## config.mk

```make
export PLATFORM = sky130hd
export DESIGN_NAME = length_prefixed_word_search_flat
export DESIGN_NICKNAME = d
export VERILOG_FILES = /design/src/rtl/lpws_pkg.sv /design/src/rtl/lpws_if.sv /design/src/rtl/length_prefixed_word_search.sv /design/src/rtl/lpws_front.sv /design/src/rtl/lpws_queue.sv /design/src/rtl/lpws_back.sv /design/src/flat_wrapper.sv
export SDC_FILE = /design/constraint.sdc
export NUM_CORES = 2
export LEC_CHECK = 0
export ABC_AREA = 0
export BUFFER_PORTS_ARGS = -buffer_cell sky130_fd_sc_hd__buf_2
export CAP_MARGIN = 10
export CORE_UTILIZATION = 55
export DETAILED_ROUTE_END_ITERATION = 16
export PLACE_DENSITY_LB_ADDON = 0.05
export SLEW_MARGIN = 20
export SYNTH_ARGS = -nofsm -noshare
export SYNTH_HDL_FRONTEND = slang
export SYNTH_HIERARCHICAL = 1
export SYNTH_SLANG_ARGS = --single-unit
```

## constraint.sdc

```tcl
create_clock -name clk -period 9.4 [get_ports clk]
set_clock_uncertainty 0.05 [all_clocks]
set_input_delay 1.88 -clock clk [delete_from_list [all_inputs] [get_ports clk]]
set_output_delay 1.88 -clock clk [all_outputs]
set_load 0.01 [all_outputs]
```

## src/rtl/lpws_pkg.sv

```systemverilog
// ----------------------------------------------------------------------------
// Length-prefixed word search package
// Shared item kinds, queue entry type and queue sizing.
// ----------------------------------------------------------------------------
`default_nettype none

package lpws_pkg;

  localparam int QUEUE_DEPTH = 4;
  localparam int QPTR_W      = $clog2(QUEUE_DEPTH);
  localparam int QCNT_W      = $clog2(QUEUE_DEPTH + 1);

  typedef enum logic [0:0] {
    OP_LOAD = 1'b0,
    OP_BYTE = 1'b1
  } op_t;

  typedef struct packed {
    op_t        op;
    logic [7:0] addr;
    logic [7:0] data;
    logic       last;
  } q_item_t;

endpackage

`default_nettype wire

```

## src/rtl/lpws_if.sv

```systemverilog
// ----------------------------------------------------------------------------
// Length-prefixed word search channels
// Valid/ready channel interfaces for items, results and the length register.
// ----------------------------------------------------------------------------
`default_nettype none

interface lpws_in_if;
  logic       valid;
  logic       ready;
  logic       cmd;
  logic [7:0] word_index;
  logic [7:0] data_byte;
  logic       field_last;

  modport source (output valid, cmd, word_index, data_byte, field_last, input ready);
  modport sink   (input valid, cmd, word_index, data_byte, field_last, output ready);
endinterface

interface lpws_out_if;
  logic valid;
  logic ready;
  logic found;
  logic truncated;

  modport source (output valid, found, truncated, input ready);
  modport sink   (input valid, found, truncated, output ready);
endinterface

interface lpws_cfg_if;
  logic       valid;
  logic       ready;
  logic [7:0] word_length;

  modport source (output valid, word_length, input ready);
  modport sink   (input valid, word_length, output ready);
endinterface

`default_nettype wire

```

## src/rtl/length_prefixed_word_search.sv

```systemverilog
// ----------------------------------------------------------------------------
// Length-prefixed word search
// Searches streamed fields of length-prefixed records for a stored word.
// ----------------------------------------------------------------------------
// The block takes one item per clock cycle when the result side keeps up:
// load items write the word store, field items advance the record state, and
// the last byte of a field gives one result carrying found and truncated.
// Items pass through a four-entry queue into a back end that completes one
// item per cycle unless a result waits unaccepted, bounded by the single
// read and write port of the word store. A result passes through a queue
// entry and then the output register before it is offered. A pending
// result waits in an output register while items keep arriving until the
// queue fills. The word length is written over the configuration channel,
// which is always ready, and is sampled at each record's length byte.
`default_nettype none

module length_prefixed_word_search
  import lpws_pkg::*;
#(
  parameter int WORD_DEPTH = 256
) (
  input  wire logic  clk,
  input  wire logic  rst_n,
  lpws_in_if.sink    in_ch,
  lpws_out_if.source out_ch,
  lpws_cfg_if.sink   cfg_ch
);

  logic    q_full;
  logic    q_push;
  q_item_t q_push_item;
  logic    q_head_valid;
  q_item_t q_head_item;
  logic    q_pop;

  assign cfg_ch.ready = 1'b1;

  lpws_front #(
    .WORD_DEPTH(WORD_DEPTH)
  ) u_front (
    .in_valid      (in_ch.valid),
    .in_ready      (in_ch.ready),
    .in_cmd        (in_ch.cmd),
    .in_word_index (in_ch.word_index),
    .in_data_byte  (in_ch.data_byte),
    .in_field_last (in_ch.field_last),
    .q_full        (q_full),
    .q_push        (q_push),
    .q_item        (q_push_item)
  );

  lpws_queue u_queue (
    .clk        (clk),
    .rst_n      (rst_n),
    .push       (q_push),
    .push_item  (q_push_item),
    .full       (q_full),
    .head_valid (q_head_valid),
    .head_item  (q_head_item),
    .pop        (q_pop)
  );

  lpws_back #(
    .WORD_DEPTH(WORD_DEPTH)
  ) u_back (
    .clk             (clk),
    .rst_n           (rst_n),
    .cfg_valid       (cfg_ch.valid),
    .cfg_word_length (cfg_ch.word_length),
    .head_valid      (q_head_valid),
    .head_item       (q_head_item),
    .pop             (q_pop),
    .out_valid       (out_ch.valid),
    .out_ready       (out_ch.ready),
    .out_found       (out_ch.found),
    .out_truncated   (out_ch.truncated)
  );

endmodule

`default_nettype wire

```

## src/rtl/lpws_front.sv

```systemverilog
// ----------------------------------------------------------------------------
// Length-prefixed word search front end
// Accepts items, drops loads outside the word store and queues the rest.
// ----------------------------------------------------------------------------
`default_nettype none

module lpws_front
  import lpws_pkg::*;
#(
  parameter int WORD_DEPTH = 256
) (
  input  wire logic       in_valid,
  output logic            in_ready,
  input  wire logic       in_cmd,
  input  wire logic [7:0] in_word_index,
  input  wire logic [7:0] in_data_byte,
  input  wire logic       in_field_last,
  input  wire logic       q_full,
  output logic            q_push,
  output q_item_t         q_item
);

  logic keep;

  always_comb begin
    keep        = in_cmd || ({1'b0, in_word_index} < 9'(WORD_DEPTH));
    in_ready    = !q_full;
    q_push      = in_valid && !q_full && keep;
    q_item.op   = in_cmd ? OP_BYTE : OP_LOAD;
    q_item.addr = in_word_index;
    q_item.data = in_data_byte;
    q_item.last = in_field_last;
  end

endmodule

`default_nettype wire

```

## src/rtl/lpws_queue.sv

```systemverilog
// ----------------------------------------------------------------------------
// Length-prefixed word search queue
// Small first-in first-out buffer between the front end and the back end.
// ----------------------------------------------------------------------------
`default_nettype none

module lpws_queue
  import lpws_pkg::*;
(
  input  wire logic    clk,
  input  wire logic    rst_n,
  input  wire logic    push,
  input  wire q_item_t push_item,
  output logic         full,
  output logic         head_valid,
  output q_item_t      head_item,
  input  wire logic    pop
);

  q_item_t             entry_r [QUEUE_DEPTH];
  logic [QPTR_W-1:0]   wr_ptr_r;
  logic [QPTR_W-1:0]   rd_ptr_r;
  logic [QCNT_W-1:0]   count_r;
  logic [QCNT_W-1:0]   count_nxt;
  logic                do_pop;

  always_comb begin
    full       = (count_r == QCNT_W'(QUEUE_DEPTH));
    head_valid = (count_r != '0);
    head_item  = entry_r[rd_ptr_r];
    do_pop     = pop && head_valid;
    count_nxt  = count_r;
    if (push && !do_pop) begin
      count_nxt = count_r + 1'b1;
    end else if (!push && do_pop) begin
      count_nxt = count_r - 1'b1;
    end
  end

  always_ff @(posedge clk) begin
    if (push) begin
      entry_r[wr_ptr_r] <= push_item;
    end
  end

  always_ff @(posedge clk) begin
    if (!rst_n) begin
      wr_ptr_r <= '0;
      rd_ptr_r <= '0;
      count_r  <= '0;
    end else begin
      if (push) begin
        wr_ptr_r <= (wr_ptr_r == QPTR_W'(QUEUE_DEPTH - 1)) ? '0 : wr_ptr_r + 1'b1;
      end
      if (do_pop) begin
        rd_ptr_r <= (rd_ptr_r == QPTR_W'(QUEUE_DEPTH - 1)) ? '0 : rd_ptr_r + 1'b1;
      end
      count_r <= count_nxt;
    end
  end

endmodule

`default_nettype wire

```

## src/rtl/lpws_back.sv

```systemverilog
// ----------------------------------------------------------------------------
// Length-prefixed word search back end
// Holds the word store and record state, compares field bytes, registers results.
// ----------------------------------------------------------------------------
`default_nettype none

module lpws_back
  import lpws_pkg::*;
#(
  parameter int WORD_DEPTH = 256
) (
  input  wire logic       clk,
  input  wire logic       rst_n,
  input  wire logic       cfg_valid,
  input  wire logic [7:0] cfg_word_length,
  input  wire logic       head_valid,
  input  wire q_item_t    head_item,
  output logic            pop,
  output logic            out_valid,
  input  wire logic       out_ready,
  output logic            out_found,
  output logic            out_truncated
);

  localparam int AW = $clog2(WORD_DEPTH);

  logic [7:0]    mem [WORD_DEPTH];
  logic [7:0]    rd_data_r;
  logic          fwd_r;
  logic [7:0]    fwd_data_r;
  logic [7:0]    store_byte;
  logic          mem_we;
  logic [AW-1:0] mem_wa;
  logic [AW-1:0] mem_ra;

  logic [7:0] word_length_r;
  logic [7:0] rem_r, rem_nxt;
  logic [7:0] pos_r, pos_nxt;
  logic       cand_r, cand_nxt;
  logic       seen_r, seen_nxt;
  logic       out_valid_r, out_valid_nxt;
  logic       found_r, found_nxt;
  logic       trunc_r, trunc_nxt;
  logic       is_byte;
  logic       pos_ok;
  logic       cand_step;

  always_comb begin
    pop        = head_valid && (!out_valid_r || out_ready);
    is_byte    = (head_item.op == OP_BYTE);
    mem_we     = pop && !is_byte;
    mem_wa     = head_item.addr[AW-1:0];
    store_byte = fwd_r ? fwd_data_r : rd_data_r;
    pos_ok     = ({1'b0, pos_r} < 9'(WORD_DEPTH));
    cand_step  = cand_r && pos_ok && (store_byte == head_item.data);

    rem_nxt       = rem_r;
    pos_nxt       = pos_r;
    cand_nxt      = cand_r;
    seen_nxt      = seen_r;
    found_nxt     = found_r;
    trunc_nxt     = trunc_r;
    out_valid_nxt = out_valid_r && !out_ready;

    if (pop && is_byte) begin
      if (rem_r == '0) begin
        rem_nxt  = head_item.data;
        pos_nxt  = '0;
        cand_nxt = (head_item.data == word_length_r);
        seen_nxt = seen_r || ((head_item.data == '0) && cand_nxt);
      end else begin
        rem_nxt  = rem_r - 1'b1;
        pos_nxt  = pos_r + 1'b1;
        cand_nxt = cand_step;
        seen_nxt = seen_r || ((rem_nxt == '0) && cand_step);
      end
      if (head_item.last) begin
        out_valid_nxt = 1'b1;
        found_nxt     = seen_nxt;
        trunc_nxt     = (rem_nxt != '0);
        rem_nxt       = '0;
        pos_nxt       = '0;
        cand_nxt      = 1'b0;
        seen_nxt      = 1'b0;
      end
    end

    mem_ra = rst_n ? pos_nxt[AW-1:0] : '0;
  end

  always_ff @(posedge clk) begin
    if (mem_we) begin
      mem[mem_wa] <= head_item.data;
    end
    rd_data_r  <= mem[mem_ra];
    fwd_r      <= mem_we && (mem_wa == mem_ra);
    fwd_data_r <= head_item.data;
  end

  always_ff @(posedge clk) begin
    if (!rst_n) begin
      word_length_r <= '0;
      rem_r         <= '0;
      pos_r         <= '0;
      cand_r        <= 1'b0;
      seen_r        <= 1'b0;
      out_valid_r   <= 1'b0;
    end else begin
      if (cfg_valid) begin
        word_length_r <= cfg_word_length;
      end
      rem_r       <= rem_nxt;
      pos_r       <= pos_nxt;
      cand_r      <= cand_nxt;
      seen_r      <= seen_nxt;
      out_valid_r <= out_valid_nxt;
    end
  end

  always_ff @(posedge clk) begin
    found_r <= found_nxt;
    trunc_r <= trunc_nxt;
  end

  assign out_valid     = out_valid_r;
  assign out_found     = found_r;
  assign out_truncated = trunc_r;

endmodule

`default_nettype wire

```

## src/flat_wrapper.sv

```systemverilog
// flat-port wrapper written by rule: the top's interface ports become plain ports
module length_prefixed_word_search_flat import lpws_pkg::*;
#(
  parameter int WORD_DEPTH = 256
)
  (clk, rst_n, in_ch_valid, in_ch_cmd, in_ch_word_index, in_ch_data_byte, in_ch_field_last, in_ch_ready, out_ch_valid, out_ch_found, out_ch_truncated, out_ch_ready, cfg_ch_valid, cfg_ch_word_length, cfg_ch_ready);
  lpws_in_if in_ch_i ();
  lpws_out_if out_ch_i ();
  lpws_cfg_if cfg_ch_i ();
  input  wire logic clk;
  input  wire logic rst_n;
  input wire logic [$bits(in_ch_i.valid)-1:0] in_ch_valid;
  input wire logic [$bits(in_ch_i.cmd)-1:0] in_ch_cmd;
  input wire logic [$bits(in_ch_i.word_index)-1:0] in_ch_word_index;
  input wire logic [$bits(in_ch_i.data_byte)-1:0] in_ch_data_byte;
  input wire logic [$bits(in_ch_i.field_last)-1:0] in_ch_field_last;
  output wire logic [$bits(in_ch_i.ready)-1:0] in_ch_ready;
  output wire logic [$bits(out_ch_i.valid)-1:0] out_ch_valid;
  output wire logic [$bits(out_ch_i.found)-1:0] out_ch_found;
  output wire logic [$bits(out_ch_i.truncated)-1:0] out_ch_truncated;
  input wire logic [$bits(out_ch_i.ready)-1:0] out_ch_ready;
  input wire logic [$bits(cfg_ch_i.valid)-1:0] cfg_ch_valid;
  input wire logic [$bits(cfg_ch_i.word_length)-1:0] cfg_ch_word_length;
  output wire logic [$bits(cfg_ch_i.ready)-1:0] cfg_ch_ready;
  assign in_ch_i.valid = in_ch_valid;
  assign in_ch_i.cmd = in_ch_cmd;
  assign in_ch_i.word_index = in_ch_word_index;
  assign in_ch_i.data_byte = in_ch_data_byte;
  assign in_ch_i.field_last = in_ch_field_last;
  assign in_ch_ready = in_ch_i.ready;
  assign out_ch_valid = out_ch_i.valid;
  assign out_ch_found = out_ch_i.found;
  assign out_ch_truncated = out_ch_i.truncated;
  assign out_ch_i.ready = out_ch_ready;
  assign cfg_ch_i.valid = cfg_ch_valid;
  assign cfg_ch_i.word_length = cfg_ch_word_length;
  assign cfg_ch_ready = cfg_ch_i.ready;
  length_prefixed_word_search #(.WORD_DEPTH(WORD_DEPTH)) u_core (.clk(clk), .rst_n(rst_n), .in_ch(in_ch_i), .out_ch(out_ch_i), .cfg_ch(cfg_ch_i));
endmodule
```

==> impl_metrics.env <==
export IMPL_numCtsBuffers=216
export IMPL_drive_gt1_frac=0.0944
export IMPL_vias=55940
export IMPL_drv_cap=0
export IMPL_netlist_instances=6320
export IMPL_clockRootBuffer="clkbuf_16"
export IMPL_yosys_warnings=6
export IMPL_placed_area_mm2=0.0898
export IMPL_report_power_total_mw=25.5
export IMPL_die_y_um=402
export IMPL_htreeDepth=4
export IMPL_clkLatencyLatePin_ps=850
export IMPL_cts_tree="yes"
export IMPL_switching_share=0.298
export IMPL_first_pass_iters=8
export IMPL_yosys_register_bits=2175
export IMPL_place_congestion=0.890
export IMPL_final_cell_area_mm2=0.0969
export IMPL_syn_cell_area_mm2=0.0880
export IMPL_numPortBuffers=34
export IMPL_hp_class="register to register"
export IMPL_min_period_over_period=0.736
export IMPL_drt_first_iter_violations=7896
export IMPL_synth_edf_count=2122
export IMPL_clkTransAtPathRegs_ps=60
export IMPL_hold_viol=0
export IMPL_power_frac_clock=0.338
export IMPL_p_int_mw=17.9
export IMPL_grt_pass1_vias=52058
export IMPL_via_per_inst=6.56
export IMPL_numClockSinks=2175
export IMPL_whs_ps=448
export IMPL_dp_hpwl_mm=155
export IMPL_initial_core_util=0.555
export IMPL_post_cts_repair_setup_buffers=0
export IMPL_tns_ps=0
export IMPL_placed_cells=8119
export IMPL_cp_required_ps=10120
export IMPL_grt_pass1_wl_mm=384
export IMPL_grt_total_usage=0.332
export IMPL_p_comb_frac=0.191
export IMPL_start_kind="register"
export IMPL_fillers=12159
export IMPL_synth_avg_cell_area_um2=13.9
export IMPL_powerDensity_mw_per_mm2=263
export IMPL_die_area_mm2=0.162
export IMPL_rsz0062_at_grt="no"
export IMPL_nets=6307
export IMPL_stdcell_count=8531
export IMPL_max_slew_worst_pin_slew_ps=1270
export IMPL_synth_nets=6362
export IMPL_max_freq_mhz=144
export IMPL_syn2layout_area_growth_pct=10.1
export IMPL_rows=146
export IMPL_core_mm2=0.159
export IMPL_clockBufferDepth=3
export IMPL_switchingPower_mw=7.60
export IMPL_synth_distinct_cells=86
export IMPL_irDropWorstVdd_uv=200
export IMPL_grt_max_degree=161
export IMPL_ant_nets=0
export IMPL_p_leak_nw=32.1
export IMPL_ctsHoldBuffers=0
export IMPL_period_minus_slack_ps=6920
export IMPL_synth_ff_type="edfxtp_1"
export IMPL_cts_resized=0
export IMPL_outcome="finished clean"
export IMPL_max_slew_margin=0.143
export IMPL_async_flop_share=0
export IMPL_yosysSeqAreaShare=0.736
export IMPL_p_seq_frac=0.472
export IMPL_ios=36
export IMPL_finalWirelength_mm=269
export IMPL_wl_per_cell_um=31.5
export IMPL_setup_worst_path_end_class="register"
export IMPL_crit_arrival_ps=7640
export IMPL_gr_total_overflow=0
export IMPL_antenna_found_initial=6
export IMPL_fp_dieW_um=402
export IMPL_critPathMaxFanout=39
export IMPL_setup_violations=0
export IMPL_critPathKind="register to register"
export IMPL_drc=0
export IMPL_finalMaxSlewViolations=0
## cells by family after synthesis
logic type / Yosys count / synth area share
and+or+nand+nor: 2619 / 0.126
buffers and inverters: 475 / 0.0282
xor gates and xnor gates: 34 / 0.00338
DFF: 2175 / 0.736
other: 1 / 0.0000426
muxes: 243 / 0.0393
AOI/OAI and AO/OA: 762 / 0.0651
adders and majority gates: 11 / 0.00165
## synthesized netlist by cell type, drive strengths merged, types with 28 or more instances
cell type  number  share of area
edfxtp       2122           0.72
nand2        1512          0.065
nand3         562          0.032
nor2          334          0.015
buf           298          0.021
mux2i         157          0.018
clkbuf        144         0.0061
a311oi        127          0.013
a31oi         102         0.0073
a21oi          98         0.0057
and3           90         0.0064
a211oi         86         0.0073
mux4           79          0.021
o21ai          66         0.0038
dfxtp          53          0.012
o211a          50         0.0057
a32oi          38         0.0038
inv            32         0.0014
xnor2          29         0.0029
nand4          28         0.0020
nor3           28         0.0016
## cell usage in the layout, fill, tap and decap left out, types with 20 or more instances in the layout
master     instances
dfxtp_1           53
a22oi_1           20
buf_2             34
a31oi_1          102
mux2i_1          157
a211oi_1          86
a32oi_1           38
nand3_1          555
clkinv_2          39
buf_12            20
a311oi_1         127
mux4_2            69
clkbuf_16        221
nand2_1         1502
nor3_1            28
inv_1             27
nor2_1           325
buf_4            115
o211a_1           50
a21oi_1           96
nand4_1           28
edfxtp_1        2122
clkbuf_1          53
and3_1            90
xnor2_1           29
o21ai_0           60
clkinv_1          54
bufinv_16         23
## worst max-delay path: stages, from the launching register on
cell	delay, ps
dfxtp_1	920
mux4_1	690
nand2_1	430
or4_1	690
a22o_2	410
buf_4	410
nor2_4	570
buf_4	560
o21ai_0	390
a31oi_1	290
o21ai_0	120
a21oi_1	550
o2bb2ai_1	430
o221ai_1	290
## sequential cells by signal, indices dropped and copies added, names as in the netlist, 3 cells and up, named ones only
name and count:
u_core/u_back/fwd_data_r 8, u_core/u_back/mem 2048, u_core/u_back/pos_r 8, u_core/u_back/rd_data_r 8
u_core/u_back/rem_r 8, u_core/u_back/word_length_r 8, u_core/u_queue/count_r 3, u_core/u_queue/entry_r 72
## metal layers
metal / vias to the layer above / global-route usage / part of all wire
met1: 28408 / 0.481 / 0.40
met5: - / 0 / 0.00030
met3: 571 / 0.0603 / 0.10
met4: 10 / 0.135 / 0.044
li1: 23697 / - / -
met2: 3254 / 0.499 / 0.45
## worst paths after layout
path,start,endpoint,slack (ps),cells after the start
min reg2reg,u_core/u_back/rem_r[1]$_SDFFE_PN0N_,u_core/u_back/rem_r[1]$_SDFFE_PN0N_,450,2
max,register,u_core/u_back/rd_data_r[1]$_DFF_P_,2480,13
min,u_core/u_back/rem_r[1]$_SDFFE_PN0N_,u_core/u_back/rem_r[1]$_SDFFE_PN0N_,450,2
max reg2reg,register,u_core/u_back/rd_data_r[1]$_DFF_P_,2480,13
## layout make-up
| cell class | count | area (um2) | share of cell area |
|---|---|---|---|
| Tap cell | 2072 | 2590 | 0.0268 |
| Inverter | 33 | 148 | 0.00152 |
| Clock inverter | 127 | 1210 | 0.0125 |
| Clock buffer | 280 | 5810 | 0.0600 |
| Timing Repair Buffer | 169 | 1430 | 0.0148 |
| Multi-Input combinational cell | 3670 | 20900 | 0.215 |
| Antenna cell | 5 | 12.5 | 0.000129 |
| Sequential cell | 2175 | 64800 | 0.669 |
## power groups by stage
stage,registers [mW],logic (mW),clock network [mW]
floorplan,12.4,2.57,0
global placement,12.2,4.72,0
detailed placement,12.2,4.78,0
CTS,12.0,4.78,8.69
global route,12.0,5.04,9.05
finish,12.0,4.86,8.61
## metrics by stage
step / utilization / worst slack [ps]
5_1_grt: 0.611 / 2460
4_1_cts: 0.611 / 2590
3_3_place_gp: 0.566 / 2240
6_report: 0.611 / 2480
2_1_floorplan: - / 3870
3_5_place_dp: 0.566 / 2280
Note: power is estimated with default switching activity, not from simulation.
